`config.mk`:
```
export PLATFORM = sky130hd
export DESIGN_NAME = ws2812_pixel_pulse_encoder_core
export DESIGN_NICKNAME = d
export VERILOG_FILES = /design/src/wpe_pkg.sv /design/src/wpe_regs.sv /design/src/wpe_lane.sv /design/src/wpe_serializer.sv /design/src/ws2812_pixel_pulse_encoder_core.sv
export SDC_FILE = /design/constraint.sdc
export NUM_CORES = 1
export LEC_CHECK = 0
export ABC_AREA = 0
export BUFFER_PORTS_ARGS = -buffer_cell sky130_fd_sc_hd__buf_2
export CORE_ASPECT_RATIO = 0.5
export CORE_MARGIN = 2
export CORE_UTILIZATION = 49
export DETAILED_ROUTE_END_ITERATION = 8
export PLACE_DENSITY = 0.68
export SLEW_MARGIN = 0
export SYNTH_ARGS = -nofsm -noshare
export SYNTH_HDL_FRONTEND = slang
export SYNTH_SLANG_ARGS = --single-unit
```
`constraint.sdc`:
```
create_clock -name i_clk -period 10.5 [get_ports i_clk]
set_clock_uncertainty 0.05 [all_clocks]
set_input_delay 1.575 -clock i_clk [delete_from_list [all_inputs] [get_ports i_clk]]
set_output_delay 1.575 -clock i_clk [all_outputs]
set_load 0.02 [all_outputs]
```
`src/wpe_pkg.sv`:
```
// Shared types, constants and register map for the pixel pulse encoder.
// Used by every module of the block and by its port checker.
package wpe_pkg;

    localparam int CHAN_W         = 8;
    localparam int BITS_PER_PIXEL = 3 * CHAN_W;
    localparam int BIT_IDX_W      = $clog2(BITS_PER_PIXEL);
    localparam int PROD_W         = 2 * CHAN_W;
    localparam int TICK_W         = 8;
    localparam int LATCH_W        = 16;
    localparam int NUM_LANES      = 3;
    localparam int APB_ADDR_W     = 5;
    localparam int APB_DATA_W     = 32;
    localparam int ROUND_BIAS     = 127;

    localparam logic [CHAN_W-1:0]  BRIGHTNESS_RST = 8'd64;
    localparam logic [TICK_W-1:0]  ONE_HIGH_RST   = 8'd20;
    localparam logic [TICK_W-1:0]  ONE_LOW_RST    = 8'd10;
    localparam logic [TICK_W-1:0]  ZERO_HIGH_RST  = 8'd9;
    localparam logic [TICK_W-1:0]  ZERO_LOW_RST   = 8'd21;
    localparam logic [LATCH_W-1:0] LATCH_RST      = 16'd7200;

    localparam logic KIND_PIXEL = 1'b0;
    localparam logic KIND_LATCH = 1'b1;

    typedef enum logic [2:0] {
        REG_BRIGHTNESS = 3'd0,
        REG_ONE_HIGH   = 3'd1,
        REG_ONE_LOW    = 3'd2,
        REG_ZERO_HIGH  = 3'd3,
        REG_ZERO_LOW   = 3'd4,
        REG_LATCH      = 3'd5
    } t_reg_idx;

    typedef struct packed {
        logic              kind;
        logic [CHAN_W-1:0] red;
        logic [CHAN_W-1:0] green;
        logic [CHAN_W-1:0] blue;
    } t_in_word;

    typedef struct packed {
        logic [TICK_W-1:0]  high_ticks;
        logic [LATCH_W-1:0] low_ticks;
        logic               bit_value;
        logic               last;
    } t_out_word;

    typedef struct packed {
        logic [CHAN_W-1:0]  brightness;
        logic [TICK_W-1:0]  one_high_ticks;
        logic [TICK_W-1:0]  one_low_ticks;
        logic [TICK_W-1:0]  zero_high_ticks;
        logic [TICK_W-1:0]  zero_low_ticks;
        logic [LATCH_W-1:0] latch_ticks;
    } t_cfg;

    typedef struct packed {
        logic mul_en;
        logic div_en;
    } t_lane_ctrl;

endpackage

```
`src/wpe_regs.sv`:
```
// APB register file holding brightness, pulse timing and latch hold.
// Depends on wpe_pkg for the register map and the configuration struct.
module wpe_regs (
    input  logic                               i_clk,
    input  logic                               i_rst_n,
    input  logic                               psel,
    input  logic                               penable,
    input  logic                               pwrite,
    input  logic [wpe_pkg::APB_ADDR_W-1:0]     paddr,
    input  logic [wpe_pkg::APB_DATA_W-1:0]     pwdata,
    output logic [wpe_pkg::APB_DATA_W-1:0]     prdata,
    output logic                               pready,
    output wpe_pkg::t_cfg                      o_cfg
);
    import wpe_pkg::*;

    t_cfg     r_cfg;
    t_cfg     n_cfg;
    t_reg_idx reg_idx;
    logic     wr_en;

    assign reg_idx = t_reg_idx'(paddr[APB_ADDR_W-1:2]);
    assign wr_en   = psel && penable && pwrite;
    assign pready  = 1'b1;
    assign o_cfg   = r_cfg;

    always_comb begin
        n_cfg = r_cfg;
        if (wr_en) begin
            unique case (reg_idx)
                REG_BRIGHTNESS: n_cfg.brightness      = pwdata[CHAN_W-1:0];
                REG_ONE_HIGH:   n_cfg.one_high_ticks  = pwdata[TICK_W-1:0];
                REG_ONE_LOW:    n_cfg.one_low_ticks   = pwdata[TICK_W-1:0];
                REG_ZERO_HIGH:  n_cfg.zero_high_ticks = pwdata[TICK_W-1:0];
                REG_ZERO_LOW:   n_cfg.zero_low_ticks  = pwdata[TICK_W-1:0];
                REG_LATCH:      n_cfg.latch_ticks     = pwdata[LATCH_W-1:0];
                default:        n_cfg = r_cfg;
            endcase
        end
    end

    always_comb begin
        unique case (reg_idx)
            REG_BRIGHTNESS: prdata = APB_DATA_W'(r_cfg.brightness);
            REG_ONE_HIGH:   prdata = APB_DATA_W'(r_cfg.one_high_ticks);
            REG_ONE_LOW:    prdata = APB_DATA_W'(r_cfg.one_low_ticks);
            REG_ZERO_HIGH:  prdata = APB_DATA_W'(r_cfg.zero_high_ticks);
            REG_ZERO_LOW:   prdata = APB_DATA_W'(r_cfg.zero_low_ticks);
            REG_LATCH:      prdata = APB_DATA_W'(r_cfg.latch_ticks);
            default:        prdata = '0;
        endcase
    end

    always_ff @(posedge i_clk) begin
        if (!i_rst_n) begin
            r_cfg.brightness      <= BRIGHTNESS_RST;
            r_cfg.one_high_ticks  <= ONE_HIGH_RST;
            r_cfg.one_low_ticks   <= ONE_LOW_RST;
            r_cfg.zero_high_ticks <= ZERO_HIGH_RST;
            r_cfg.zero_low_ticks  <= ZERO_LOW_RST;
            r_cfg.latch_ticks     <= LATCH_RST;
        end else begin
            r_cfg <= n_cfg;
        end
    end

endmodule

```
`src/wpe_lane.sv`:
```
// One color channel scaler: multiply by brightness, then divide by 255.
// Depends on wpe_pkg for widths and the lane control struct.
module wpe_lane (
    input  logic                          i_clk,
    input  logic [wpe_pkg::CHAN_W-1:0]    i_value,
    input  logic [wpe_pkg::CHAN_W-1:0]    i_brightness,
    input  wpe_pkg::t_lane_ctrl           i_ctrl,
    output logic [wpe_pkg::CHAN_W-1:0]    o_scaled
);
    import wpe_pkg::*;

    logic [PROD_W-1:0] r_prod;
    logic [PROD_W-1:0] n_prod;
    logic [PROD_W:0]   quot_sum;
    logic [CHAN_W-1:0] r_scaled;

    assign n_prod = ({{CHAN_W{1'b0}}, i_value} * {{CHAN_W{1'b0}}, i_brightness})
                  + PROD_W'(ROUND_BIAS);

    // For x = 255q + r with q <= 255, (x + (x >> 8) + 1) >> 8 equals q exactly.
    assign quot_sum = {1'b0, r_prod} + (PROD_W+1)'(r_prod[PROD_W-1:CHAN_W]) + 1'b1;

    always_ff @(posedge i_clk) begin
        if (i_ctrl.mul_en) begin
            r_prod <= n_prod;
        end
        if (i_ctrl.div_en) begin
            r_scaled <= quot_sum[PROD_W-1:CHAN_W];
        end
    end

    assign o_scaled = r_scaled;

endmodule

```
`src/wpe_serializer.sv`:
```
// Takes the three scaled lanes as one word and sends one pulse word per cycle unless stalled.
// Depends on wpe_pkg for the output word and configuration structs.
module wpe_serializer (
    input  logic                                i_clk,
    input  logic                                i_rst_n,
    input  logic                                i_load_valid,
    input  logic                                i_load_kind,
    input  logic [wpe_pkg::BITS_PER_PIXEL-1:0]  i_load_word,
    input  wpe_pkg::t_cfg                       i_cfg,
    input  logic                                i_out_stall,
    output logic                                o_take,
    output logic                                o_out_valid,
    output wpe_pkg::t_out_word                  o_out_data
);
    import wpe_pkg::*;

    logic                      r_valid;
    logic                      r_kind;
    logic [BITS_PER_PIXEL-1:0] r_word;
    logic [BIT_IDX_W-1:0]      r_idx;
    logic                      is_last;
    logic                      cur_bit;
    logic                      load;

    assign is_last = (r_kind == KIND_LATCH) || (r_idx == BIT_IDX_W'(BITS_PER_PIXEL - 1));
    assign cur_bit = (r_kind == KIND_PIXEL) && r_word[BITS_PER_PIXEL-1];

    // A new word is taken when nothing is held or the final pulse leaves now.
    assign o_take = !r_valid || (!i_out_stall && is_last);
    assign load   = o_take && i_load_valid;

    always_ff @(posedge i_clk) begin
        if (!i_rst_n) begin
            r_valid <= 1'b0;
        end else if (o_take) begin
            r_valid <= i_load_valid;
        end
    end

    always_ff @(posedge i_clk) begin
        if (load) begin
            r_kind <= i_load_kind;
            r_word <= i_load_word;
            r_idx  <= '0;
        end else if (r_valid && !i_out_stall) begin
            r_word <= {r_word[BITS_PER_PIXEL-2:0], 1'b0};
            r_idx  <= r_idx + 1'b1;
        end
    end

    always_comb begin
        o_out_data.bit_value = cur_bit;
        o_out_data.last      = is_last;
        if (r_kind == KIND_LATCH) begin
            o_out_data.high_ticks = '0;
            o_out_data.low_ticks  = i_cfg.latch_ticks;
        end else if (cur_bit) begin
            o_out_data.high_ticks = i_cfg.one_high_ticks;
            o_out_data.low_ticks  = LATCH_W'(i_cfg.one_low_ticks);
        end else begin
            o_out_data.high_ticks = i_cfg.zero_high_ticks;
            o_out_data.low_ticks  = LATCH_W'(i_cfg.zero_low_ticks);
        end
    end

    assign o_out_valid = r_valid;

endmodule

```
`src/ws2812_pixel_pulse_encoder_core.sv`:
```
// Pixel pulse encoder for a serial LED strip.
//
// Input channel (i_in_valid / o_in_stall / i_in_data): one word is either a
// pixel (kind 0) with red, green and blue, or a latch request (kind 1).
// Output channel (o_out_valid / i_out_stall / o_out_data): pulse words, each
// a high time, a low time, the data bit and a last flag.
// A pixel gives 24 pulse words, green then red then blue, MSB first, each
// channel scaled by brightness/255 with rounding. A latch gives one word with
// zero high time and the latch hold as low time.
// The input word passes the multiply stage, the divide stage and then the
// serializer load before its first pulse word is valid.
// The serializer sends one pulse word per cycle unless the receiver stalls, so
// latches pass at one per cycle and a pixel as its 24 pulse words; the lane
// pipeline fills while the serializer works, so the next pixel follows with no gap.
// Reset (synchronous, active low) empties the pipeline and loads the timing
// registers with their defaults. When the receiver stalls, the current pulse
// word holds, the pipeline fills, and then o_in_stall rises. Configuration is
// through the APB port; the user must write it only while the block is idle; the block does not check.
module ws2812_pixel_pulse_encoder_core (
    input  logic                               i_clk,
    input  logic                               i_rst_n,
    input  logic                               i_in_valid,
    output logic                               o_in_stall,
    input  wpe_pkg::t_in_word                  i_in_data,
    output logic                               o_out_valid,
    input  logic                               i_out_stall,
    output wpe_pkg::t_out_word                 o_out_data,
    input  logic                               psel,
    input  logic                               penable,
    input  logic                               pwrite,
    input  logic [wpe_pkg::APB_ADDR_W-1:0]     paddr,
    input  logic [wpe_pkg::APB_DATA_W-1:0]     pwdata,
    output logic [wpe_pkg::APB_DATA_W-1:0]     prdata,
    output logic                               pready
);
    import wpe_pkg::*;

    t_cfg        cfg;
    t_lane_ctrl  lane_ctrl;
    logic        r_s1_valid;
    logic        r_s1_kind;
    logic        r_s2_valid;
    logic        r_s2_kind;
    logic        s1_free;
    logic        s2_free;
    logic        ser_take;
    logic        in_accept;
    logic [CHAN_W-1:0] lane_in  [NUM_LANES];
    logic [CHAN_W-1:0] lane_out [NUM_LANES];

    wpe_regs u_regs (
        .i_clk   (i_clk),
        .i_rst_n (i_rst_n),
        .psel    (psel),
        .penable (penable),
        .pwrite  (pwrite),
        .paddr   (paddr),
        .pwdata  (pwdata),
        .prdata  (prdata),
        .pready  (pready),
        .o_cfg   (cfg)
    );

    assign s2_free    = !r_s2_valid || ser_take;
    assign s1_free    = !r_s1_valid || s2_free;
    assign o_in_stall = !s1_free;
    assign in_accept  = i_in_valid && s1_free;

    assign lane_ctrl.mul_en = s1_free;
    assign lane_ctrl.div_en = s2_free;

    // Lane order matches the transmit order: green, red, blue.
    assign lane_in[0] = i_in_data.green;
    assign lane_in[1] = i_in_data.red;
    assign lane_in[2] = i_in_data.blue;

    for (genvar g = 0; g < NUM_LANES; g++) begin : g_lane
        wpe_lane u_lane (
            .i_clk        (i_clk),
            .i_value      (lane_in[g]),
            .i_brightness (cfg.brightness),
            .i_ctrl       (lane_ctrl),
            .o_scaled     (lane_out[g])
        );
    end

    always_ff @(posedge i_clk) begin
        if (!i_rst_n) begin
            r_s1_valid <= 1'b0;
            r_s2_valid <= 1'b0;
        end else begin
            if (s1_free) begin
                r_s1_valid <= in_accept;
            end
            if (s2_free) begin
                r_s2_valid <= r_s1_valid;
            end
        end
    end

    always_ff @(posedge i_clk) begin
        if (s1_free) begin
            r_s1_kind <= i_in_data.kind;
        end
        if (s2_free) begin
            r_s2_kind <= r_s1_kind;
        end
    end

    wpe_serializer u_ser (
        .i_clk        (i_clk),
        .i_rst_n      (i_rst_n),
        .i_load_valid (r_s2_valid),
        .i_load_kind  (r_s2_kind),
        .i_load_word  ({lane_out[0], lane_out[1], lane_out[2]}),
        .i_cfg        (cfg),
        .i_out_stall  (i_out_stall),
        .o_take       (ser_take),
        .o_out_valid  (o_out_valid),
        .o_out_data   (o_out_data)
    );

endmodule

```
==> results of run 1 <==
synthesized netlist by cell type, types with 33 or more instances:
master,number
inv_1,190
nand2_1,184
fa_1,126
ha_1,124
and2_1,118
edfxtp_1,99
dfxtp_1,64
mux2i_1,55
nor2_1,50
a21oi_1,46
xnor2_1,43
clkbuf_1,34
nor2b_1,33
cell families after synthesis:
logic type	Yosys count	share of synthesized area [%]
flip-flops	163	29.8
AO/OA/AOI/OAI	171	8.22
AND/OR/NAND/NOR	465	16.1
other	2	0.0526
adder cells (fa/ha/maj)	250	28.6
multiplexers	80	5.83
XOR/XNOR	63	3.87
buffers and inverters	260	7.53
flip-flops by register name, indices dropped and copies added (netlist names):
| signal | cells |
|---|---|
| u_ser.r_kind | 1 |
| r_s2_kind | 1 |
| u_ser.r_idx | 5 |
| u_ser.o_out_valid | 1 |
| u_regs.o_cfg | 56 |
| g_lane.u_lane.r_prod | 48 |
| u_ser.r_word | 24 |
| g_lane.u_lane.o_scaled | 24 |
| r_s2_valid | 1 |
| r_s1_valid | 1 |
| r_s1_kind | 1 |
power by group through the flow:
stage / combinational (mW) / sequential, mW / clock [mW]
finish: 0.253 / 0.759 / 0.645
global placement: 0.241 / 0.771 / 0
global route: 0.286 / 0.764 / 0.686
floorplan: 0.193 / 0.760 / 0
CTS: 0.255 / 0.759 / 0.657
detailed placement: 0.253 / 0.773 / 0
how the worst max path moves through the flow:
stage | from | end | slack [ns]
after floorplan | i_in_data[23] | g_lane[1].u_lane.r_prod[13] | 5.18
after global placement | i_in_data[13] | g_lane[0].u_lane.r_prod[13] | 4.78
after detailed placement | i_in_data[5] | g_lane[2].u_lane.r_prod[13] | 4.73
after CTS | i_in_data[5] | g_lane[2].u_lane.r_prod[13] | 5.17
after global routing | i_in_data[13] | g_lane[0].u_lane.r_prod[13] | 4.96
final | i_in_data[5] | g_lane[2].u_lane.r_prod[13] | 5.15
placed cells by master, fill, tap and decap left out, drive strengths merged, types with 50 or more instances in the layout:
master | netlist | routed
inv | 191 | 191
nand2 | 184 | 184
fa | 126 | 126
ha | 124 | 124
and2 | 118 | 118
buf | 35 | 103
edfxtp | 99 | 99
dfxtp | 64 | 64
mux2i | 55 | 55
nor2 | 50 | 50
a21oi | 50 | 50
metal layers:
metal	part of all wire [%]	global-route usage (%)	up-vias
li1	-	-	4880
met3	4.0	2.95	14
met2	48	34.7	194
met5	0	0	-
met1	47	27.1	4982
met4	0.73	3.73	0
layout make-up:
cell class | count | area, sq um | area share, %
clock inverters | 15 | 190 | 1.22
inverters | 191 | 717 | 4.59
diodes | 1 | 2.50 | 0.0160
repair buffers | 103 | 538 | 3.45
clock buffers | 17 | 425 | 2.72
multi-input cells | 1046 | 9000 | 57.6
flip-flops and latches | 163 | 4250 | 27.2
well taps | 391 | 489 | 3.13
metrics by stage:
stage	setup slack [ns]	area, sq um	std cells	power [mW]
after floorplan	5.18	14300	1469	0.954
after global placement	4.78	15000	1894	1.01
after detailed placement	4.73	15000	1894	1.03
after CTS	5.17	15600	1926	1.67
after global routing	4.96	15600	1926	1.74
final	5.15	15600	1927	1.66
==> summary.md, run 1 <==
| Metric | Value |
|---|---|
| R2r endpoint | `g_lane[0].u_lane.r_prod[13]` |
| Net Sw Frac | `roughly a quarter` |
| Count of cell types in the netlist | `64` |
| Req. time, crit path | `between 10 and 15 ns` |
| CTS tree | `built` |
| Ports | `130` |
| WHS Endpoint | `r_s2_kind` |
| Worst r2r path cells | `15` |
| CTS buffer count | `17` |
| Crit-path max FO | `8` |
| Post-route ant nets | `0` |
| Crit path buf inv count | `4` |
| GRT overflow | `0` |
| Flop pwr share | `between 40% and 50%` |
| Synth warn | `0` |
| Top Family by Delay on Critical Path | `adder cells` |
| Reg2reg start | `u_regs.o_cfg[53]` |
| Sequential element share of the synthesized area | `slightly below 30%` |
| CTS root buf | `clkbuf_16` |
| Fmax achieved | `~190 MHz` |
| Worst-Skew Late Latency | `between 0.4 and 0.5 ns` |
| Area share of the largest cell type after synthesis | `about a fifth` |
| DRT Wirelength | `~30000 microns` |
| Cts repair resizes | `0` |
| Startpoint types | `input pin` |
| Most common cell on crit path | `fa_1` |
| DPL Wire Length | `~22000 microns` |
| Hold path start | `r_s1_kind` |
| Syn avg cell area | `9.81 sq um` |
| Area Overhead vs Synth | `9.46%` |
| Leak pwr | `7.30 nW` |
| Final core utilization | `between 50% and 60%` |
| Critical path, cell by cell | `buf_2 > nand2_1 > fa_1 > inv_1 > fa_1 > fa_1 > inv_1 > fa_1 > inv_1 > ha_1 > and3_1 > a22oi_1 > o21ai_1 > nor2_1 > a21oi_1 > xor2_1` |
| # port buffers | `94` |
| Clock power frac | `38.9%` |
| Avg WL per Cell | `approximately 15 microns` |
| Proportion of power drawn by combinational gates | `between 15 and 20%` |
| Die W | `roughly 250 microns` |
| Slew Limit Fails | `0` |
| EDFF count, synth | `99` |
| Hold Path Class | `reg -> reg` |
| P_int | `~1.2 mW` |
| Setup tns final | `0 ns` |
| Nets | `roughly 1.8k` |
| Cell count along the critical path | `16` |
| Detailed Routing Iterations Pass 1 | `5` |
| GP Congestion | `between 0.8 and 0.9` |
| Max incr delay on CP | `around 0.55 ns` |
| Minimum clock period | `about 5.4 ns` |
| Core ar. | `roughly 29000 sq um` |
| DR vias | `slightly above 10k` |
| Vias in the first global route | `10.5k` |
| Psw | `around 0.43 mW` |
| DRC violations left | `0` |
| Worst slew margin | `between 15 and 20%` |
| # fillers | `around 2.5k` |
| WHS Path Cells | `0` |
| P per Cell Area | `roughly 110 nW/um^2` |
| Total track usage | `between 20% and 30%` |
| Hold buffer count at cts | `0` |
| Layout cells sized above 1 | `between 10% and 20%` |
| Clock-pin transition on the worst setup and hold timing paths | `~0.060 ns` |
| Worst reg-to-reg setup slack | `5.33 ns` |
| Nature of the critical path endpoint | `flip-flop` |
| Vias/cell | `around 5.2` |
| Fin crit share | `about half` |
| Largest net degree at the start of global routing | `60` |
| Slowest stage cell, crit path | `fa_1` |
| Peak VDD IR | `0.120 mV` |
| Initial core utilization | `between 40% and 50%` |
| Initial DRC count | `632` |
| Die height | `approximately 120 microns` |
| Final setup viols | `0` |
| Hold Worst Slack | `~0.38 ns` |
| CTS sink count | `between 150 and 200` |
| Final hold vios | `0` |
| Row Count | `44` |
| Post-CTS setup buffer count | `0` |
| Syn Inst Count | `1454` |
| Die ar. | `between 30000 and 40000 sq um` |
| Cell area after synthesis | `about 14000 sq um` |
| Status | `finished, final reports clean` |
| Largest area contributor in the netlist | `edfxtp_1` |
| Htree depth | `4` |
| Largest cells by area after synthesis | `edfxtp_1 21%, fa_1 18%, ha_1 11%` |
| Initial antenna violation count | `0` |
| Number of synthesized register bits | `163` |
| Max-cap check violation count | `0` |
| Ys flop type | `edfxtp_1` |
| Tightest Pin Transition | `approximately 1.2 ns` |
| RSZ-0062 raised after global routing | `no` |
| Worst Setup Path Type | `in -> reg` |
| Global-route wire length before repair | `50200 microns` |
| Crit path arrival time | `5.47 ns` |
| Clock buffer depth | `2` |
| Async set-reset flop share out of synthesis | `0%` |
(Power assumes the default switching activity.)
==> inputs of run 2 (changes only) <==
ABC_AREA = 1   (was 0)
PLACE_DENSITY = 0.7   (was 0.68)
clock period = 4.4 ns   (was 10.5 ns; I/O delays follow)
==> summary.md, run 2 <==
| Metric | Value |
|---|---|
| Post-CTS setup buffer count | `0 (unchanged)` |
| Crit-path max FO | `13 (+5)` |
| Die ar. | `33700 sq um (+10%)` |
| DPL Wire Length | `26500 microns (+19%)` |
| Hold Path Class | `in -> reg` |
| GRT overflow | `0 (unchanged)` |
| CTS buffer count | `17 (unchanged)` |
| Die height | `131 microns (+4.9%)` |
| Number of flip-flops in the largest register | `56 (unchanged)` |
| Crit. Startpoint | `u_regs.o_cfg[48]` |
| R2r endpoint | `g_lane[1].u_lane.r_prod[13]` |
| Req. time, crit path | `4.54 ns (-6.07 ns)` |
| Adder-cell share of the synthesized area | `25.9% (-2.7 points)` |
| Fin crit share | `between 90 and 100%` |
| DP Cell Count | `2667 (+41%)` |
| Setup tns final | `0 ns (unchanged)` |
| Worst setup endpoint | `g_lane[1].u_lane.r_prod[13]` |
| Max-cap check violation count | `0 (unchanged)` |
| EDFF count, synth | `99 (unchanged)` |
| Fmax achieved | `242 MHz` |
| Worst-Skew Late Latency | `0.45 ns (+0.03 ns)` |
| Worst r2r path cells | `17 (+2)` |
| Leak pwr | `10.1 nW (+38%)` |
| RSZ-0062 raised after global routing | `no` |
| Async set-reset flop share out of synthesis | `0% (unchanged)` |
| Core ar. | `31700 sq um (+9.9%)` |
| Simple-Gate Fraction of Synth Area | `25.3% (+9.2 points)` |
| DRT Wirelength | `34200 microns (+17%)` |
| Max incr delay on CP | `0.55 ns (about the same)` |
| Nets | `2575 (+40%)` |
| Worst reg-to-reg setup slack | `0.27 ns (-5.06 ns)` |
| Xor and xnor area share after synthesis | `1.50% (-2.4 points)` |
| Ys flop type | `edfxtp_1` |
| Commonest non-fill, non-tap cell in the layout | `nand2_1` |
| Largest family of logic cells by synthesized area | `adder cells` |
| Worst Setup Path Type | `reg -> reg` |
| Syn avg cell area | `7.23 sq um (-26%)` |
| Syn Inst Count | `2177 (+50%)` |
| Largest cells by area after synthesis | `edfxtp_1 19%, fa_1 16%, nand2_1 16%` |
| Reg2reg start | `u_regs.o_cfg[48]` |
| Initial antenna violation count | `1 (+1)` |
| Total track usage | `21.6% (+1.5 points)` |
| Row Count | `46 (+4.5%)` |
| Cell area after synthesis | `15700 sq um (+10%)` |
| Layout cells sized above 1 | `8.42% (-1.9 points)` |
| Status | `finished, final reports clean` |
| Tightest Pin Transition | `1.05 ns (-0.186 ns)` |
| Nature of the critical path endpoint | `flip-flop` |
| DRC violations left | `0 (unchanged)` |
| CTS root buf | `clkbuf_16` |
| Slowest stage cell, crit path | `fa_1` |
| Startpoint types | `flip-flop` |
| Avg WL per Cell | `12.7 microns (-17%)` |
| Peak VDD IR | `0.204 mV (+70%)` |
| Synth warn | `0 (unchanged)` |
| # port buffers | `94 (unchanged)` |
| P per Cell Area | `251 nW/um^2 (+140%)` |
| Crit path arrival time | `4.27 ns (-1.20 ns)` |
| Ports | `130 (unchanged)` |
| Largest net degree at the start of global routing | `55 (-8.3%)` |
| Global-route wire length before repair | `59100 microns (+18%)` |
| Initial DRC count | `757 (+20%)` |
| Initial core utilization | `49.7% (+0.19 points)` |
| Layout Cells excl Fill | `2702 (+40%)` |
| Largest area contributor in the netlist | `edfxtp_1` |
| GP Congestion | `0.905 (+11%)` |
| Sequential element share of the synthesized area | `27.0% (-2.8 points)` |
| Critical path, cell by cell | `buf_12 > buf_4 > nand2_1 > fa_1 > inv_1 > ha_1 > fa_1 > inv_1 > fa_1 > inv_1 > ha_1 > or2_2 > and2_1 > nand3_1 > nand3_1 > nand2_1 > nand2_1` |
| Die W | `257 microns (+5.0%)` |
| CTS sink count | `163 (unchanged)` |
| Synth Area in Compound Gates | `5.32% (-2.9 points)` |
| Post-route ant nets | `0 (unchanged)` |
| Slew Limit Fails | `0 (unchanged)` |
| Area share of the largest cell type after synthesis | `18.9% (-2.0 points)` |
| Area Overhead vs Synth | `10.4%` |
| Detailed Routing Iterations Pass 1 | `7 (+2)` |
| DR vias | `13.1k (+30%)` |
| Count of cell types in the netlist | `39 (-39%)` |
| Vias/cell | `4.85 (-7.3%)` |
| CTS tree | `built` |
| Minimum clock period | `4.13 ns` |
| Worst slew margin | `30.1% (+12 points)` |
| Post-synth top cells | `670 x nand2_1, 501 x inv_1, 170 x nor2_1, 126 x fa_1, 124 x ha_1` |
| Final hold vios | `0 (unchanged)` |
| Htree depth | `4 (unchanged)` |
| Mux share of post-synthesis cell area | `0% (-5.8 points)` |
| Clock buffer depth | `2 (unchanged)` |
| Final setup viols | `0 (unchanged)` |
| Vias in the first global route | `12.9k (+23%)` |
| Most common cell in the netlist | `nand2_1` |
| Clock-pin transition on the worst setup and hold timing paths | `0.07 ns (about the same)` |
| Number of synthesized register bits | `163 (unchanged)` |
| Most frequent cells in the layout | `669 x nand2_1, 501 x inv_1, 170 x nor2_1` |
run 2: cell types whose count changed in the layout (fill, tap and decap cells not counted), moves of 20 or more:
| cell | before | now |
|---|---|---|
| nand2_1 | 184 | 669 |
| mux2_1 | 23 | 0 |
| and2_1 | 118 | 10 |
| buf_4 | 9 | 29 |
| nor2_1 | 50 | 170 |
| o21ai_0 | 15 | 75 |
| nor2b_1 | 33 | 0 |
| mux2i_1 | 55 | 0 |
| nand3_1 | 31 | 83 |
| xnor2_1 | 43 | 10 |
| inv_1 | 190 | 501 |
run 2: worst max-delay path: cells and delay by family, from the launching register on:
family,cells,cell delay [ns]
adders and majority gates,5,2.12
buffers and inverters,5,0.45
DFF,1,0.39
and+or+nand+nor,7,0.87
run 2: cells by family (layout without fill, tap and decap cells):
| kind of cell | count (synthesis) | in the layout |
|---|---|---|
| DFF | 163 | 163 |
| other | 2 | 18 |
| buffers and inverters | 596 | 673 |
| adders and majority gates | 250 | 250 |
| AOI/OAI and AO/OA | 157 | 157 |
| xor gates and xnor gates | 27 | 27 |
| and+or+nand+nor | 982 | 982 |
run 2: how the worst min path moves through the flow:
stage	slack (ns)	endpoint	startpoint	cells past startpoint
floorplan	0.35	r_s2_kind	r_s1_kind	0
detailed placement	0.36	r_s2_kind	r_s1_kind	0
global route	0.32	r_s1_kind	i_in_data[24]	1
finish	0.34	r_s1_kind	i_in_data[24]	1
global placement	0.35	r_s2_kind	r_s1_kind	0
CTS	0.33	r_s1_kind	i_in_data[24]	1
run 2: report_power, final:
| part | switching, mW | internal [mW] | total (mW) |
|---|---|---|---|
| sequential | 0.0854 | 1.78 | 1.86 |
| clock | 0.668 | 0.758 | 1.43 |
| combinational | 0.688 | 0.381 | 1.07 |
run 2: layout make-up:
cell class	instances	area, sq um
tap	432	541
clock buffer	19	443
multi-input combinational	1433	9200
antenna	1	2.50
clock inverter	13	120
inverter	508	1910
fill	3073	14300
timing repair buffer	133	898
sequential	163	4260
run 2: what timing repair did:
action,4_1_cts,5_1_grt
hold buffers,0,0
endpoints found under the hold margin,0,0
setup endpoints to repair,0,12
gates resized for setup,0,8
run 2: per-stage QoR:
stage	hold WS (ns)	area (sq um)	worst slack (ns)	utilization (%)	total power, mW
floorplan	0.350	15800	0.0182	-	2.67
global placement	0.351	16700	-0.0414	52.9	2.94
detailed placement	0.355	16700	-0.0699	52.9	2.96
CTS	0.326	17300	0.186	54.7	4.39
global route	0.323	17400	0.0114	54.9	4.65
finish	0.340	17400	0.271	54.9	4.36
run 2: metal layers:
| metal | track usage, % | vias to the layer above | part of all wire, % |
|---|---|---|---|
| li1 | - | 6662 | - |
| met1 | 27.3 | 6095 | 46 |
| met2 | 39.1 | 304 | 48 |
| met3 | 3.55 | 32 | 5.5 |
| met4 | 5.30 | 0 | 1.2 |
| met5 | 0 | - | 0 |
==> inputs of run 3 (changes only) <==
BUFFER_PORTS_ARGS = -buffer_cell sky130_fd_sc_hd__buf_4   (was -buffer_cell sky130_fd_sc_hd__buf_2)
REMOVE_ABC_BUFFERS = 1   (was unset)
==> summary.md, run 3 (same netlist as run 2, synthesis figures left out) <==
| Metric | Value |
|---|---|
| Startpoint types | `flip-flop` |
| Cts repair resizes | `0 (unchanged)` |
| Worst-Skew Late Latency | `0.44 ns (about the same)` |
| Post-route ant nets | `0 (unchanged)` |
| Number of flip-flops in the largest register | `56 (unchanged)` |
| Slew Limit Fails | `0 (unchanged)` |
| Htree depth | `4 (unchanged)` |
| Vias/cell | `4.81 (-0.76%)` |
| Slowest stage cell, crit path | `fa_1` |
| DRC violations left | `0 (unchanged)` |
| Worst Setup Path Type | `reg -> reg` |
| Fmax achieved | `241 MHz (-0.32%)` |
| CTS buffer count | `17 (unchanged)` |
| Area Overhead vs Synth | `11.3%` |
| GRT overflow | `0 (unchanged)` |
| Setup WS pre-CTS | `-0.107 ns (-0.0372 ns)` |
| Hold buffer count at cts | `0 (unchanged)` |
| WHS Path Cells | `1 (unchanged)` |
| Crit. Startpoint | `u_regs.o_cfg[48]` |
| Peak VDD IR | `0.189 mV (-7.4%)` |
| Die ar. | `33700 sq um (unchanged)` |
| Most frequent cells in the layout | `670 x nand2_1, 501 x inv_1, 170 x nor2_1` |
| Crit path arrival time | `4.29 ns (+0.02 ns)` |
| Die height | `131 microns (unchanged)` |
| Critical path, cell by cell | `buf_4 > nand2_1 > fa_1 > inv_1 > fa_1 > fa_1 > inv_1 > fa_1 > inv_1 > ha_1 > a21oi_1 > nand2_1 > nand3_1 > nand3_1 > nand2_1 > nand2_1` |
| DR vias | `13.0k (-0.98%)` |
| Minimum clock period | `4.14 ns (+0.0133 ns)` |
| Largest net degree at the start of global routing | `55 (unchanged)` |
| Max-cap check violation count | `0 (unchanged)` |
| Global-route wire length before repair | `56800 microns (-4.0%)` |
| Req. time, crit path | `4.54 ns (about the same)` |
| Final Instance Area | `17500 sq um (+0.88%)` |
| Antenna cells | `0 (-1)` |
| Hold Worst Slack | `0.365 ns (+0.0254 ns)` |
| Worst reg-to-reg setup slack | `0.26 ns (about the same)` |
| Commonest non-fill, non-tap cell in the layout | `nand2_1` |
| Ports | `130 (unchanged)` |
| Worst r2r path cells | `16 (-1)` |
| Total track usage | `20.9% (-0.67 points)` |
| Hold Path Class | `in -> reg` |
| Final setup viols | `0 (unchanged)` |
| Nature of the critical path endpoint | `flip-flop` |
| DRT Wirelength | `33900 microns (-0.81%)` |
| Initial DRC count | `747 (-1.3%)` |
| Initial core utilization | `49.7% (unchanged)` |
| CTS tree | `built` |
| Clock buffer depth | `2 (unchanged)` |
| # fillers | `3020 (-1.7%)` |
| GP Congestion | `0.942 (+4.1%)` |
| Row Count | `46 (unchanged)` |
| CTS root buf | `clkbuf_16` |
| Tightest Pin Transition | `0.742 ns (-0.304 ns)` |
| Detailed Routing Iterations Pass 1 | `6 (-1)` |
| Reg2reg start | `u_regs.o_cfg[48]` |
| Final critical-path setup slack | `0.257 ns (-0.0133 ns)` |
| CTS sink count | `163 (unchanged)` |
| RSZ-0062 raised after global routing | `no` |
| Worst setup endpoint | `g_lane[1].u_lane.r_prod[14]` |
| Max incr delay on CP | `0.55 ns (about the same)` |
| Fin crit share | `94.2% (+0.30 points)` |
| Dpl cell area | `16900 sq um (+1.2%)` |
| Layout cells sized above 1 | `8.04% (-0.38 points)` |
| Setup tns final | `0 ns (unchanged)` |
| Leak pwr | `10.1 nW (+0.27%)` |
| Status | `finished, final reports clean` |
| Core ar. | `31700 sq um (unchanged)` |
| R2r endpoint | `g_lane[1].u_lane.r_prod[14]` |
| Final hold vios | `0 (unchanged)` |
| Post-CTS setup buffer count | `0 (unchanged)` |
| Initial antenna violation count | `0 (-1)` |
| P per Cell Area | `253 nW/um^2 (+0.88%)` |
| Die W | `257 microns (unchanged)` |
| Avg WL per Cell | `12.6 microns (-0.59%)` |
| Clock-pin transition on the worst setup and hold timing paths | `0.06 ns (about the same)` |
| DPL Wire Length | `26500 microns (about the same)` |
| Crit-path max FO | `6 (-7)` |
| Vias in the first global route | `11.9k (-7.6%)` |
| Worst slew margin | `50.6% (+20 points)` |
| # port buffers | `94 (unchanged)` |
| Nets | `2570 (-0.19%)` |
## run 3: cell count changes in the layout (fill, tap and decap cells not counted), sizes merged
cell    previous run  this run
buf              131       128
bufinv             0         1
clkbuf            21        20
clkinv             7         3
diode              1         0
inv              514       516
## run 3: where the power goes
| part | switching [mW] | leakage [nW] | internal [mW] | total (mW) |
|---|---|---|---|---|
| registers | 0.0814 | 1.51 | 1.78 | 1.86 |
| logic | 0.685 | 8.33 | 0.399 | 1.08 |
| clock network | 0.652 | 0.294 | 0.840 | 1.49 |
## run 3: worst max-delay path, delay by kind of cell (launching register included)
family | cells | cell delay [ns]
adder cells (fa/ha/maj) | 5 | 2.36
AND/OR/NAND/NOR | 6 | 0.53
flip-flops | 1 | 0.44
buffers and inverters | 4 | 0.32
AO/OA/AOI/OAI | 1 | 0.20
## run 3: worst min-delay path by stage
stage | from | to | slack [ns]
floorplan | r_s1_kind | r_s2_kind | 0.35
global placement | r_s2_kind | u_ser.r_kind | 0.36
detailed placement | r_s1_kind | r_s2_kind | 0.37
CTS | i_in_data[24] | r_s1_kind | 0.34
global route | i_in_data[24] | r_s1_kind | 0.34
finish | i_in_data[24] | r_s1_kind | 0.37
## run 3: final cells by class
cell class	count	area [sq um]	share of cell area, %
multi-input combinational	1433	9190	52.4
sequential	163	4260	24.3
inverter	508	1910	10.9
timing repair buffer	128	1050	5.98
tap	432	541	3.08
clock buffer	20	468	2.67
clock inverter	12	115	0.657
## run 3: per-stage QoR
| stage | util (%) | power [mW] | std cells |
|---|---|---|---|
| after CTS | 55.4 | 4.47 | 2696 |
| after detailed placement | 53.5 | 2.97 | 2664 |
| after floorplan | - | 2.63 | 2104 |
| final | 55.4 | 4.43 | 2696 |
| after global routing | 55.4 | 4.72 | 2696 |
| after global placement | 53.5 | 2.95 | 2664 |
## run 3: routing by layer
| layer | share of wire, % | track usage, % | vias to the layer above |
|---|---|---|---|
| met2 | 47 | 35.4 | 317 |
| met1 | 47 | 28.5 | 5969 |
| met3 | 5.3 | 2.91 | 29 |
| met4 | 1.1 | 5.71 | 0 |
| met5 | 0 | 0 | - |
| li1 | - | - | 6650 |
